===== src/rtl/core/adpk_pkg.sv =====
// Shared types and constants for the ASCII date/time to DOS packed-word converter.
package adpk_pkg;

  // Record layout
  localparam int unsigned POS_W = 5;
  localparam logic [POS_W-1:0] LAST_POS = 5'd18;
  localparam logic [7:0] CHAR_CR = 8'd13;
  localparam logic [7:0] CHAR_LF = 8'd10;

  // Two-digit field arithmetic: value = hi*10 + lo - ('0'*10 + '0')
  localparam int unsigned SUM_W = 12;
  localparam int unsigned VAL_W = 13;
  localparam logic signed [VAL_W-1:0] DIGIT_BIAS = 13'sd528;
  localparam logic signed [VAL_W-1:0] YEAR_BASE = 13'sd80;

  // Range limits
  localparam logic signed [VAL_W-1:0] MONTH_MIN = 13'sd1;
  localparam logic signed [VAL_W-1:0] MONTH_MAX = 13'sd12;
  localparam logic signed [VAL_W-1:0] DAY_MIN = 13'sd1;
  localparam logic signed [VAL_W-1:0] DAY_MAX = 13'sd31;
  localparam logic signed [VAL_W-1:0] YEAR_OFF_MAX = 13'sd19;
  localparam logic signed [VAL_W-1:0] HOUR_MAX = 13'sd23;
  localparam logic signed [VAL_W-1:0] MIN_SEC_MAX = 13'sd59;
  localparam logic signed [VAL_W-1:0] VAL_ZERO = 13'sd0;

  // Queue depth default
  localparam int unsigned QUEUE_DEPTH_DEF = 4;

  // Work codes passed from the front end to the back end
  typedef enum logic [2:0] {
    OP_FIRST = 3'd0,
    OP_MONTH = 3'd1,
    OP_DAY   = 3'd2,
    OP_YEAR  = 3'd3,
    OP_HOUR  = 3'd4,
    OP_MIN   = 3'd5,
    OP_SEC   = 3'd6,
    OP_END   = 3'd7
  } op_t;

  typedef struct packed {
    op_t        op;
    logic [7:0] data;
  } entry_t;

endpackage


===== src/rtl/core/adpk_front.sv =====
// Front end: tracks record position; digit and last bytes become work entries.
module adpk_front
  import adpk_pkg::*;
(
  input  logic       clk,
  input  logic       rst_n,
  input  logic       in_valid,
  output logic       in_stall,
  input  logic [7:0] in_data_byte,
  input  logic       q_full,
  output logic       push,
  output entry_t     push_entry
);

  logic [POS_W-1:0] pos_r;
  logic [POS_W-1:0] pos_nxt;
  logic             accept;
  logic             skip;
  logic             need;
  op_t              op;

  assign in_stall = q_full;
  assign accept   = in_valid && !q_full;
  assign skip     = (pos_r == '0) && (in_data_byte == CHAR_CR || in_data_byte == CHAR_LF);

  // Classify the byte by its position in the record
  always_comb begin
    need = 1'b1;
    op   = OP_FIRST;
    if (pos_r >= LAST_POS) begin
      op = OP_END;
    end else begin
      unique case (pos_r)
        5'd0, 5'd3, 5'd6, 5'd9, 5'd12, 5'd15: op = OP_FIRST;
        5'd1:  op = OP_MONTH;
        5'd4:  op = OP_DAY;
        5'd7:  op = OP_YEAR;
        5'd10: op = OP_HOUR;
        5'd13: op = OP_MIN;
        5'd16: op = OP_SEC;
        default: need = 1'b0;
      endcase
    end
  end

  assign push            = accept && !skip && need;
  assign push_entry.op   = op;
  assign push_entry.data = in_data_byte;

  // Advance the position; wrap after the last byte
  always_comb begin
    pos_nxt = pos_r;
    if (accept && !skip) begin
      if (pos_r >= LAST_POS) begin
        pos_nxt = '0;
      end else begin
        pos_nxt = pos_r + 1'b1;
      end
    end
  end

  always_ff @(posedge clk) begin
    if (!rst_n) begin
      pos_r <= '0;
    end else begin
      pos_r <= pos_nxt;
    end
  end

`ifndef ASSERT_OFF
  a_pos_bound: assert property (@(posedge clk) disable iff (!rst_n)
    pos_r <= LAST_POS)
    else $error("record position beyond last byte");
  a_skip_no_push: assert property (@(posedge clk) disable iff (!rst_n)
    (accept && skip) |=> (pos_r == '0))
    else $error("skipped line ending moved the position");
`endif

endmodule


===== src/rtl/core/adpk_queue.sv =====
// Short work queue that decouples the front end from the back end.
module adpk_queue
  import adpk_pkg::*;
#(
  parameter int unsigned DEPTH = QUEUE_DEPTH_DEF
) (
  input  logic   clk,
  input  logic   rst_n,
  input  logic   push,
  input  entry_t push_entry,
  input  logic   pop,
  output logic   full,
  output logic   not_empty,
  output entry_t head
);

  localparam int unsigned PTR_W = (DEPTH > 1) ? $clog2(DEPTH) : 1;
  localparam int unsigned CNT_W = $clog2(DEPTH + 1);
  localparam logic [PTR_W-1:0] PTR_LAST = PTR_W'(DEPTH - 1);
  localparam logic [CNT_W-1:0] CNT_FULL = CNT_W'(DEPTH);

  entry_t           slots_r [DEPTH];
  logic [PTR_W-1:0] wr_ptr_r, wr_ptr_nxt;
  logic [PTR_W-1:0] rd_ptr_r, rd_ptr_nxt;
  logic [CNT_W-1:0] count_r, count_nxt;

  assign full      = (count_r == CNT_FULL);
  assign not_empty = (count_r != '0);
  assign head      = slots_r[rd_ptr_r];

  // Advance pointers and occupancy
  always_comb begin
    wr_ptr_nxt = wr_ptr_r;
    rd_ptr_nxt = rd_ptr_r;
    count_nxt  = count_r;
    if (push) begin
      wr_ptr_nxt = (wr_ptr_r == PTR_LAST) ? '0 : wr_ptr_r + 1'b1;
    end
    if (pop) begin
      rd_ptr_nxt = (rd_ptr_r == PTR_LAST) ? '0 : rd_ptr_r + 1'b1;
    end
    if (push && !pop) begin
      count_nxt = count_r + 1'b1;
    end else if (pop && !push) begin
      count_nxt = count_r - 1'b1;
    end
  end

  always_ff @(posedge clk) begin
    if (!rst_n) begin
      wr_ptr_r <= '0;
      rd_ptr_r <= '0;
      count_r  <= '0;
    end else begin
      wr_ptr_r <= wr_ptr_nxt;
      rd_ptr_r <= rd_ptr_nxt;
      count_r  <= count_nxt;
    end
  end

  // Store the entry
  always_ff @(posedge clk) begin
    if (push) begin
      slots_r[wr_ptr_r] <= push_entry;
    end
  end

`ifndef ASSERT_OFF
  a_count_bound: assert property (@(posedge clk) disable iff (!rst_n)
    count_r <= CNT_FULL)
    else $error("queue occupancy overflow");
  a_pop_drains: assert property (@(posedge clk) disable iff (!rst_n)
    (pop && !push) |=> (count_r == $past(count_r) - 1'b1))
    else $error("pop did not lower occupancy");
`endif

endmodule


===== src/rtl/core/adpk_back.sv =====
// Back end: evaluates digit pairs, range checks fields and packs the DOS words.
module adpk_back
  import adpk_pkg::*;
(
  input  logic        clk,
  input  logic        rst_n,
  input  logic        q_not_empty,
  input  entry_t      head,
  output logic        pop,
  output logic        out_valid,
  input  logic        out_stall,
  output logic        out_fields_valid,
  output logic [15:0] out_time_word,
  output logic [15:0] out_date_word
);

  logic [7:0]  first_char_r;
  logic [3:0]  month_r;
  logic [4:0]  day_r;
  logic [4:0]  year_r;
  logic [4:0]  hour_r;
  logic [5:0]  min_r;
  logic [5:0]  sec_r;
  logic        range_err_r, range_err_nxt;
  logic        out_valid_r, out_valid_nxt;
  logic        fields_valid_r;
  logic [15:0] time_word_r;
  logic [15:0] date_word_r;

  logic                   is_end;
  logic                   slot_free;
  logic [SUM_W-1:0]       pair_sum;
  logic signed [VAL_W-1:0] val;
  logic signed [VAL_W-1:0] year_off;
  logic                   in_range;

  assign is_end    = (head.op == OP_END);
  assign slot_free = !out_valid_r || !out_stall;
  assign pop       = q_not_empty && (!is_end || slot_free);

  // Digit pair value: hi*10 + lo, then remove the ASCII bias
  assign pair_sum = {1'b0, first_char_r, 3'b000} + {3'b000, first_char_r, 1'b0}
                  + {4'b0000, head.data};
  assign val      = $signed({1'b0, pair_sum}) - DIGIT_BIAS;
  assign year_off = val - YEAR_BASE;

  // Range check for the field at the head
  always_comb begin
    unique case (head.op)
      OP_MONTH: in_range = (val >= MONTH_MIN) && (val <= MONTH_MAX);
      OP_DAY:   in_range = (val >= DAY_MIN) && (val <= DAY_MAX);
      OP_YEAR:  in_range = (year_off >= VAL_ZERO) && (year_off <= YEAR_OFF_MAX);
      OP_HOUR:  in_range = (val >= VAL_ZERO) && (val <= HOUR_MAX);
      OP_MIN,
      OP_SEC:   in_range = (val >= VAL_ZERO) && (val <= MIN_SEC_MAX);
      default:  in_range = 1'b1;
    endcase
  end

  // Store in-range field values; no reset, as a failed record packs zeros
  always_ff @(posedge clk) begin
    if (pop) begin
      unique case (head.op)
        OP_FIRST: first_char_r <= head.data;
        OP_MONTH: if (in_range) month_r <= val[3:0];
        OP_DAY:   if (in_range) day_r   <= val[4:0];
        OP_YEAR:  if (in_range) year_r  <= year_off[4:0];
        OP_HOUR:  if (in_range) hour_r  <= val[4:0];
        OP_MIN:   if (in_range) min_r   <= val[5:0];
        OP_SEC:   if (in_range) sec_r   <= val[5:0];
        default: ;
      endcase
    end
  end

  // Error flag and output handshake
  always_comb begin
    range_err_nxt = range_err_r;
    out_valid_nxt = out_valid_r;
    if (out_valid_r && !out_stall) begin
      out_valid_nxt = 1'b0;
    end
    if (pop) begin
      if (is_end) begin
        range_err_nxt = 1'b0;
        out_valid_nxt = 1'b1;
      end else if (!in_range) begin
        range_err_nxt = 1'b1;
      end
    end
  end

  always_ff @(posedge clk) begin
    if (!rst_n) begin
      range_err_r <= 1'b0;
      out_valid_r <= 1'b0;
    end else begin
      range_err_r <= range_err_nxt;
      out_valid_r <= out_valid_nxt;
    end
  end

  // Pack the result words at end of record
  always_ff @(posedge clk) begin
    if (pop && is_end) begin
      fields_valid_r <= !range_err_r;
      if (range_err_r) begin
        time_word_r <= '0;
        date_word_r <= '0;
      end else begin
        time_word_r <= {hour_r, min_r, sec_r[5:1]};
        date_word_r <= {2'b00, year_r, month_r, day_r};
      end
    end
  end

  assign out_valid        = out_valid_r;
  assign out_fields_valid = fields_valid_r;
  assign out_time_word    = time_word_r;
  assign out_date_word    = date_word_r;

`ifndef ASSERT_OFF
  a_end_shows: assert property (@(posedge clk) disable iff (!rst_n)
    (pop && is_end) |=> out_valid_r)
    else $error("end of record produced no word");
  a_end_clears: assert property (@(posedge clk) disable iff (!rst_n)
    (pop && is_end) |=> !range_err_r)
    else $error("range error survived end of record");
`endif

endmodule


===== src/rtl/core/ascii_datetime_to_dos_packed_unit.sv =====
// Top level: ASCII "MM/DD/YY hh:mm:ss" CR LF record to packed DOS time and date words.
//
// Input channel: one ASCII byte per word on in_data_byte, taken when in_valid
// is high and in_stall is low. A CR or LF at the start of a record is dropped.
// Each 19-byte record yields one output word: out_fields_valid, out_time_word
// (hour<<11 | minute<<5 | second>>1) and out_date_word
// ((year-80)<<9 | month<<5 | day); both words are zero when any field fails
// its range check. Separator bytes are counted but never checked.
// Throughput: one byte per cycle while in_stall is low. The front end classifies
// bytes by record position and feeds a short queue; the back end drains one
// entry per cycle, unless the end-of-record entry waits for the receiver,
// through a constant multiply-add and range compare. The result is registered:
// the last byte's entry passes through the queue, and out_valid is set when it is popped.
// When the receiver stalls, the result is held in the output register; only
// the end-of-record entry waits, and in_stall rises once the queue fills.
// Reset (rst_n low, synchronous) returns to record position zero with an
// empty queue and no pending result.
module ascii_datetime_to_dos_packed_unit
  import adpk_pkg::*;
#(
  parameter int unsigned QUEUE_DEPTH = QUEUE_DEPTH_DEF
) (
  input  logic        clk,
  input  logic        rst_n,
  input  logic        in_valid,
  output logic        in_stall,
  input  logic [7:0]  in_data_byte,
  output logic        out_valid,
  input  logic        out_stall,
  output logic        out_fields_valid,
  output logic [15:0] out_time_word,
  output logic [15:0] out_date_word
);

  logic   q_full;
  logic   q_not_empty;
  logic   push;
  logic   pop;
  entry_t push_entry;
  entry_t head;

  adpk_front u_front (
    .clk          (clk),
    .rst_n        (rst_n),
    .in_valid     (in_valid),
    .in_stall     (in_stall),
    .in_data_byte (in_data_byte),
    .q_full       (q_full),
    .push         (push),
    .push_entry   (push_entry)
  );

  adpk_queue #(
    .DEPTH (QUEUE_DEPTH)
  ) u_queue (
    .clk        (clk),
    .rst_n      (rst_n),
    .push       (push),
    .push_entry (push_entry),
    .pop        (pop),
    .full       (q_full),
    .not_empty  (q_not_empty),
    .head       (head)
  );

  adpk_back u_back (
    .clk              (clk),
    .rst_n            (rst_n),
    .q_not_empty      (q_not_empty),
    .head             (head),
    .pop              (pop),
    .out_valid        (out_valid),
    .out_stall        (out_stall),
    .out_fields_valid (out_fields_valid),
    .out_time_word    (out_time_word),
    .out_date_word    (out_date_word)
  );

endmodule


===== config.mk =====
export PLATFORM = sky130hd
export DESIGN_NAME = ascii_datetime_to_dos_packed_unit
export DESIGN_NICKNAME = d
export VERILOG_FILES = /design/src/rtl/core/adpk_pkg.sv /design/src/rtl/core/adpk_front.sv /design/src/rtl/core/adpk_queue.sv /design/src/rtl/core/adpk_back.sv /design/src/rtl/core/ascii_datetime_to_dos_packed_unit.sv
export SDC_FILE = /design/constraint.sdc
export NUM_CORES = 1
export LEC_CHECK = 0
export BUFFER_PORTS_ARGS = -buffer_cell sky130_fd_sc_hd__clkbuf_2
export CAP_MARGIN = 25
export CORE_ASPECT_RATIO = 1.5
export CORE_MARGIN = 2
export CORE_UTILIZATION = 40
export DETAILED_ROUTE_END_ITERATION = 7
export SLEW_MARGIN = 20
export SYNTH_ARGS = -nofsm -noshare
export SYNTH_HDL_FRONTEND = slang
export SYNTH_SLANG_ARGS = --single-unit

===== constraint.sdc =====
create_clock -name clk -period 14.85 [get_ports clk]
set_clock_uncertainty 0.15 [all_clocks]
set_input_delay 2.2275 -clock clk [delete_from_list [all_inputs] [get_ports clk]]
set_output_delay 2.2275 -clock clk [all_outputs]
set_load 0.005 [all_outputs]

==> results_dict.tcl, run 1 <==
set metrics [dict create \
    status "completed" \
    drive_gt1_share_pct 17.9 \
    hold_violations 0 \
    synth_edf_count 113 \
    clock_sinks 129 \
    cap_viol_max_count 0 \
    portBuffers 44 \
    tns_ns 0 \
    post_drt_wl_per_cell_microns 15.4 \
    post-dp-hpwl_mm 8.33 \
    yosys_warnings 0 \
    grt_pass1_vias 3739 \
    required_ns 14.73 \
    layout.nets 578 \
    post-route-period-util_pct 42.2 \
    first_pass_iters 6 \
    avgSynthCellArea_sq_um 13.3 \
    setup_viol 0 \
    post-cts-setup-buffer-count 0 \
    dr_total_vias 3784 \
    syn_area_sq_um 6270 \
    worstSkewPairLatency_ns 0.42 \
    htree_num_levels 4 \
    diodes 0 \
    core-area_sq_um 15500 \
    startpoint_type "flip-flop" \
    seq_area_frac_synth_pct 59.2 \
    grtUsageTotal_pct 14.6 \
    rsz0062_at_grt "false" \
    critical_path_class "flip-flop to flip-flop" \
    cts-root-buf "clkbuf_16" \
    max_slew_margin_pct 34.1 \
    antenna_found_initial 0 \
    max_freq_mhz 160 \
    synth_async_sr_flop_share_pct 0 \
    avgViaCountPerCell 5.12 \
    cts_buffers 17 \
    drtIter0Drc 128 \
    synthesis.instances 470 \
    worstPathMaxFanout 12 \
    antenna_left 0 \
    clk_pin_slew_worst_paths_ns 0.06 \
    gp_congestion 0.981 \
    grt_max_degree 33 \
    die_x_microns 106 \
    rows 56 \
    cts_tree "built" \
    io-pin-count 47 \
    end_kind "flip-flop" \
    die_y_microns 157 \
    grt_pass1_wl_mm 18.6 \
    period_needed_ns 6.26 \
    drv_slew 0 \
    cp.arrival_ns 6.14 \
    clockBufferDepth 2 \
    holdBufCountCts 0 \
    drc 0 \
    routed_wl_mm 11.4 \
    areaGrowthSynthToFinish_pct 16.3 \
    synth_flop_cell "edfxtp_1" \
    grt.overflow.total 0 \
    min_path_type "flip-flop to flip-flop" \
    worstMarginPinSlew_ns 0.980 \
    ys_ff_latch 129 \
    cts_resized 0 \
    yosysUniqueCellTypes 67 \
    placed_cell_area_sq_um 6680 \
    die_area_sq_um 16700 \
    start_util_pct 40.5 \
    final_area_sq_um 7290 \
]
==> cell usage after synthesis (all sizes together), types with 6 or more instances <==
| master | count | area [sq um] |
|---|---|---|
| nand2 | 20 | 77.6 |
| o21ai | 11 | 58.8 |
| a21oi | 13 | 68.8 |
| nor2b | 39 | 244 |
| nor2 | 26 | 100 |
| nor3 | 11 | 55.1 |
| and2 | 9 | 56.3 |
| ha | 36 | 450 |
| buf | 6 | 46.3 |
| xnor2 | 6 | 52.6 |
| fa | 7 | 140 |
| mux4 | 10 | 255 |
| nand3 | 8 | 40.0 |
| dfxtp | 16 | 320 |
| inv | 39 | 146 |
| and3 | 6 | 38.8 |
| mux2i | 7 | 70.1 |
| clkbuf | 7 | 26.3 |
| edfxtp | 113 | 3390 |
==> per-stage QoR <==
step / cells / hold WS, ns / worst slack [ns] / utilization, %
6_report: 739 / 0.380 / 8.59 / 47.1
5_1_grt: 739 / 0.415 / 8.20 / 47.1
4_1_cts: 737 / 0.382 / 8.56 / 46.9
3_5_place_dp: 705 / 0.369 / 8.56 / 43.1
3_3_place_gp: 705 / 0.349 / 8.70 / 43.1
2_1_floorplan: 471 / 0.332 / 9.45 / -
==> logic make-up after synthesis <==
family / after synthesis / share of synthesized area (%)
compound gates: 69 / 8.10
xor+xnor: 7 / 0.978
fa+ha+maj: 43 / 9.42
buf+inv: 52 / 3.49
flops: 129 / 59.2
mux: 19 / 5.55
other cells: 1 / 0.0598
simple gates: 150 / 13.2
==> cell usage in the layout, fill, tap and decap left out, types with 3 or more instances in the layout <==
cell,count
edfxtp_1,113
clkbuf_2,45
nor2b_1,39
inv_1,38
ha_1,36
nor2_1,25
nand2_1,19
clkbuf_16,17
dfxtp_1,16
a21oi_1,12
nor3_1,11
o21ai_0,10
and2_1,9
mux4_1,8
nand3_1,8
mux2i_1,7
fa_1,7
xnor2_1,6
nand2b_1,5
and3_1,5
inv_8,5
nor3b_1,4
nor4_1,4
or3_1,4
o31ai_1,4
a211oi_1,4
o21a_1,4
o211ai_1,4
inv_6,4
nand3b_1,3
nand4_1,3
a31oi_1,3
or2_2,3
a22oi_1,3
==> worst paths after layout <==
check / endpoint / start / slack, ns / cells after the start
worst min register to register: u_back.out_date_word[6] / u_back.month_r[1] / 0.38 / 1
worst min-delay path: u_back.out_date_word[6] / u_back.month_r[1] / 0.38 / 1
worst max register to register: u_back.sec_r[3] / flip-flop / 8.59 / 15
worst max-delay path: u_back.sec_r[3] / flip-flop / 8.59 / 15
==> registers in the layout, indices dropped and copies added, names as in the netlist, 2 cells and up, named ones only <==
register	cells
u_back.hour_r	5
u_back.first_char_r	8
u_back.year_r	5
u_queue.count_r	3
u_back.day_r	5
u_queue.slots_r	44
u_back.sec_r	5
u_back.out_time_word	16
u_back.month_r	4
u_queue.wr_ptr_r	2
u_queue.rd_ptr_r	2
u_back.min_r	6
u_back.out_date_word	14
u_front.pos_r	5
==> area by class of cell <==
class | instances | area, sq um
repair buffers | 46 | 236
flip-flops and latches | 129 | 3710
multi-input cells | 290 | 2350
fillers | 1373 | 8200
well taps | 203 | 254
clock buffers | 17 | 425
inverters | 39 | 146
clock inverters | 15 | 166
==> critical path, cell delays in order, from the launching register on <==
cell and delay (ns):
dfxtp_1 0.74, mux4_1 0.69, fa_1 0.46, fa_1 0.52
inv_1 0.06, fa_1 0.45, xnor2_1 0.60, inv_1 0.23
ha_1 0.29, inv_1 0.08, nand3_1 0.06, a221oi_1 0.21
o31ai_1 0.14, o32ai_2 0.27, o21ai_2 0.15, nor4_1 0.77
==> per-layer routing <==
metal	track usage (%)	wire, microns	up-vias	share of wire, %
met5	0	0	-	0
met4	6.45	155	0	1.4
met1	14.7	4390	1851	39
met3	3.27	328	10	2.9
li1	-	-	1852	-
met2	28.3	6510	71	57
Power of run 1 is not shown: default switching activity piles up to over one toggle a cycle in this logic, so the estimate is an artifact.
==> run 2, diff against run 1 <==
==> constraint.sdc (replaced) <==
create_clock -name clk -period 6.15 [get_ports clk]
set_clock_uncertainty 0.15 [all_clocks]
set_input_delay 0.9225 -clock clk [delete_from_list [all_inputs] [get_ports clk]]
set_output_delay 0.9225 -clock clk [all_outputs]
set_load 0.005 [all_outputs]
==> run 2 against run 1 <==
Net effect:
- largest cell class unchanged
- cell count is 0.68% higher
- wire length is 0.19% lower
- highest routed layer unchanged
- flip-flop and latch count unchanged
- critical endpoint is now u_back.day_r[2]
- design area grew 0.67%
==> results_dict.tcl, run 2 (synthesis results as in run 1) <==
set metrics [dict create \
    tns_ns 0 \
    layout_common_cells "edfxtp_1, clkbuf_2, inv_1, nor2b_1, ha_1" \
    largest_reg_flops 44 \
    areaGrowthSynthToFinish_pct 17.0 \
    min_path_cells 1 \
    required_ns 6.05 \
    cp.arrival_ns 5.63 \
    drtIter0Drc 130 \
    post-route-period-util_pct 93.2 \
    cts_tree "built" \
    dr_total_vias 3841 \
    cap_viol_max_count 0 \
    critical_path_class "flip-flop to flip-flop" \
    hold_start "u_back.month_r[1]" \
    period_needed_ns 5.73 \
    antenna_found_initial 0 \
    post_drt_wl_per_cell_microns 15.3 \
    post-dp-hpwl_mm 8.32 \
    routed_wl_mm 11.4 \
    max_slew_margin_pct 39.3 \
    grt_pass1_vias 3849 \
    portBuffers 44 \
    worstPathMaxFanout 11 \
    startpoint_type "flip-flop" \
    min_path_type "flip-flop to flip-flop" \
    worstSkewPairLatency_ns 0.42 \
    hold-path-endpoint "u_back.out_date_word[6]" \
    hold_violations 0 \
    reg2reg_slack_ns 0.42 \
    antenna_left 0 \
    io-pin-count 47 \
    setup_viol 0 \
    cts_resized 0 \
    grt_max_degree 33 \
    regMostFlops "u_queue.slots_r" \
    grtUsageTotal_pct 14.5 \
    rr_worst_depth 18 \
    avgViaCountPerCell 5.16 \
    die_y_microns 157 \
    core-area_sq_um 15500 \
    rr_endpoint "u_back.day_r[2]" \
    cts_buffers 17 \
    status "completed" \
    clk_pin_slew_worst_paths_ns 0.06 \
    layout_commonest_cell "edfxtp_1" \
    rows 56 \
    rsz0062_at_grt "false" \
    drc 0 \
    clock_sinks 129 \
    diodes 0 \
    max_freq_mhz 174 \
    gp_congestion 0.945 \
    grt_pass1_wl_mm 18.4 \
    drv_slew 0 \
    start_util_pct 40.5 \
    layout.nets 583 \
    htree_num_levels 4 \
    die_area_sq_um 16700 \
    fillCellCount 1363 \
    die_x_microns 106 \
    holdBufCountCts 0 \
    grt.overflow.total 0 \
    clockBufferDepth 2 \
    end_kind "flip-flop" \
    worstMarginPinSlew_ns 0.908 \
    cts-root-buf "clkbuf_16" \
    first_pass_iters 4 \
    post-cts-setup-buffer-count 0 \
    drive_gt1_share_pct 18.5 \
]
run 2: worst max path at each step:
stage,startpoint,to,slack (ns),depth (start not counted)
floorplan,flip-flop,u_back.min_r[0],0.75,16
global placement,flip-flop,u_back.hour_r[1],0.46,18
detailed placement,flip-flop,u_back.hour_r[1],0.29,18
CTS,flip-flop,u_back.hour_r[2],0.27,18
global route,flip-flop,u_back.day_r[3],0.05,18
finish,flip-flop,u_back.day_r[2],0.42,18
run 2: layout make-up:
type                            count  area, sq um  share of cell area, %
Sequential cell                   129         3710                   50.6
Multi-Input combinational cell    290         2350                   32.1
Clock buffer                       17          425                   5.80
Timing Repair Buffer               51          297                   4.04
Tap cell                          203          254                   3.46
Clock inverter                     15          149                   2.03
Inverter                           39          146                   1.99
run 2: metrics by stage:
step	util (%)	area, sq um	cells	worst slack, ns	hold slack [ns]
after global placement	43.4	6710	710	0.459	0.349
after CTS	47.2	7310	743	0.268	0.384
after global routing	47.4	7340	744	0.0471	0.397
after detailed placement	43.5	6740	711	0.287	0.370
after floorplan	-	6270	471	0.752	0.332
final	47.4	7340	744	0.417	0.382
run 2: critical path, cell delays in order (launching register included):
cell and delay (ns):
dfxtp_1 0.35, buf_4 0.24, mux4_1 0.60, inv_1 0.08, ha_1 0.12, inv_1 0.05, fa_1 0.53, inv_1 0.07
fa_1 0.45, xnor2_1 0.52, inv_1 0.22, ha_1 0.29, inv_1 0.10, nand3_1 0.07, a221oi_1 0.22, o31ai_1 0.16
o32ai_2 0.28, o21ai_2 0.15, a211oi_1 0.73
run 2: metal layers:
layer	global-route usage [%]	wire, microns	up-vias
met3	3.44	418	29
met1	14.5	4410	1859
met2	27.4	6170	81
met4	7.52	363	0
met5	0	0	-
li1	-	-	1872
Power of run 2 is left out for the same reason.
==> run 3, diff against run 2 <==
==> constraint.sdc (replaced) <==
create_clock -name clk -period 6.55 [get_ports clk]
set_clock_uncertainty 0.15 [all_clocks]
set_input_delay 0.3275 -clock clk [delete_from_list [all_inputs] [get_ports clk]]
set_output_delay 0.3275 -clock clk [all_outputs]
set_load 0.005 [all_outputs]
==> run 3 against run 2 <==
Net effect:
- clock-buffer cell count is the same
- non-clock buffer count is 4 higher
- wire length decreased by 0.46%
- register-to-register slack improved by 0.20 ns
- design area rose by 1.0%
- sequential share of layout area decreased by 0.52 points
- critical path depth is 3 lower
- setup slack better by 0.20 ns
- largest cell class unchanged
- first-iteration DRC count up 8.5%
==> results_dict.tcl, run 3 (synthesis results as in run 1) <==
set metrics [dict create \
    status "completed" \
    post_drt_wl_per_cell_microns 15.1 \
    die_y_microns 157 \
    whs_ns 0.0165 \
    cts_buffers 17 \
    fillCellCount 1361 \
    layout_commonest_cell "edfxtp_1" \
    critical_path_class "flip-flop to flip-flop" \
    worstMarginPinSlew_ns 0.795 \
    start_util_pct 40.5 \
    cts_tree "built" \
    hold-path-endpoint "u_queue.slots_r[0][1]" \
    required_ns 6.44 \
    rr_worst_depth 15 \
    post-dp-hpwl_mm 8.20 \
    die_area_sq_um 16700 \
    tns_ns 0 \
    reg2reg_slack_ns 0.61 \
    antenna_found_initial 0 \
    rsz0062_at_grt "false" \
    rows 56 \
    die_x_microns 106 \
    io-pin-count 47 \
    post-route-period-util_pct 90.6 \
    avgViaCountPerCell 5.11 \
    cp.arrival_ns 5.83 \
    clock_sinks 129 \
    grt.overflow.total 0 \
    routed_wl_mm 11.3 \
    placed_cell_area_sq_um 6720 \
    cap_viol_max_count 0 \
    hold_start "in_data_byte[1]" \
    max_freq_mhz 168 \
    pre_cts_slack_ns 0.522 \
    drc 0 \
    regMostFlops "u_queue.slots_r" \
    cts-root-buf "clkbuf_16" \
    startpoint_type "flip-flop" \
    grt_pass1_vias 3863 \
    first_pass_iters 4 \
    layout_common_cells "edfxtp_1, clkbuf_2, inv_1, nor2b_1, ha_1" \
    max_slew_margin_pct 46.7 \
    grt_pass1_wl_mm 18.9 \
    drive_gt1_share_pct 18.5 \
    largest_reg_flops 44 \
    period_needed_ns 5.94 \
    min_path_type "input pin to flip-flop" \
    layout.nets 587 \
    clockBufferDepth 2 \
    rr_endpoint "u_back.day_r[2]" \
    worstSkewPairLatency_ns 0.42 \
    min_path_cells 1 \
    grtUsageTotal_pct 14.8 \
    end_kind "flip-flop" \
    diodes 0 \
    drv_slew 0 \
    worstPathMaxFanout 8 \
    drtIter0Drc 141 \
    areaGrowthSynthToFinish_pct 18.3 \
    antenna_left 0 \
    htree_num_levels 4 \
    core-area_sq_um 15500 \
    worst_slack_ns 0.614 \
    grt_max_degree 33 \
    clk_pin_slew_worst_paths_ns 0.06 \
    portBuffers 44 \
    dr_total_vias 3821 \
    hold_violations 0 \
    setup_viol 0 \
    final_area_sq_um 7410 \
    gp_congestion 0.939 \
]
==> run 3: timing repair <==
action	in CTS	in global routing
hold endpoints to repair	9	0
buffers inserted	0	0
endpoints found under the setup margin	0	0
hold buffers	3	0
resized for setup	0	0
==> run 3: per-layer routing <==
layer | GRT usage, % | vias to the layer above | share of wire (%)
met3 | 3.35 | 21 | 2.9
li1 | - | 1880 | -
met5 | 0 | - | 0
met4 | 6.89 | 0 | 2.1
met1 | 14.7 | 1840 | 39
met2 | 28.7 | 80 | 56
==> run 3: how the worst max path moves through the flow <==
| stage | cells past startpoint | end | start | slack (ns) |
|---|---|---|---|---|
| 4_1_cts | 15 | u_back.hour_r[4] | flip-flop | 0.50 |
| 3_3_place_gp | 15 | u_back.hour_r[3] | flip-flop | 0.69 |
| 3_5_place_dp | 15 | u_back.hour_r[2] | flip-flop | 0.52 |
| 5_1_grt | 18 | u_back.day_r[0] | flip-flop | 0.27 |
| 2_1_floorplan | 16 | u_back.min_r[0] | flip-flop | 1.15 |
| 6_report | 15 | u_back.day_r[2] | flip-flop | 0.61 |
==> run 3: stage by stage <==
stage               cells  util (%)
finish                748      47.9
global route          748      47.9
CTS                   745      47.7
detailed placement    710      43.4
global placement      709      43.3
floorplan             471         -
==> run 3: cell type report <==
cell class,instances,area (sq um),share of cell area [%]
clock inverters,15,211,2.85
inverters,39,146,1.97
multi-input cells,290,2350,31.7
clock buffers,17,425,5.74
repair buffers,55,317,4.27
well taps,203,254,3.43
flip-flops and latches,129,3710,50.1
==> run 3: critical path, stage by stage, from the launching register on <==
cell	delay, ns
dfxtp_1	0.50
mux4_1	0.66
fa_1	0.45
fa_1	0.52
inv_1	0.07
fa_1	0.46
xnor2_1	0.55
inv_1	0.23
ha_1	0.30
inv_1	0.08
nand3_1	0.06
a221oi_1	0.26
o31ai_1	0.18
o32ai_2	0.27
o21ai_2	0.14
a211oi_1	0.69
Power of run 3 is left out for the same reason.
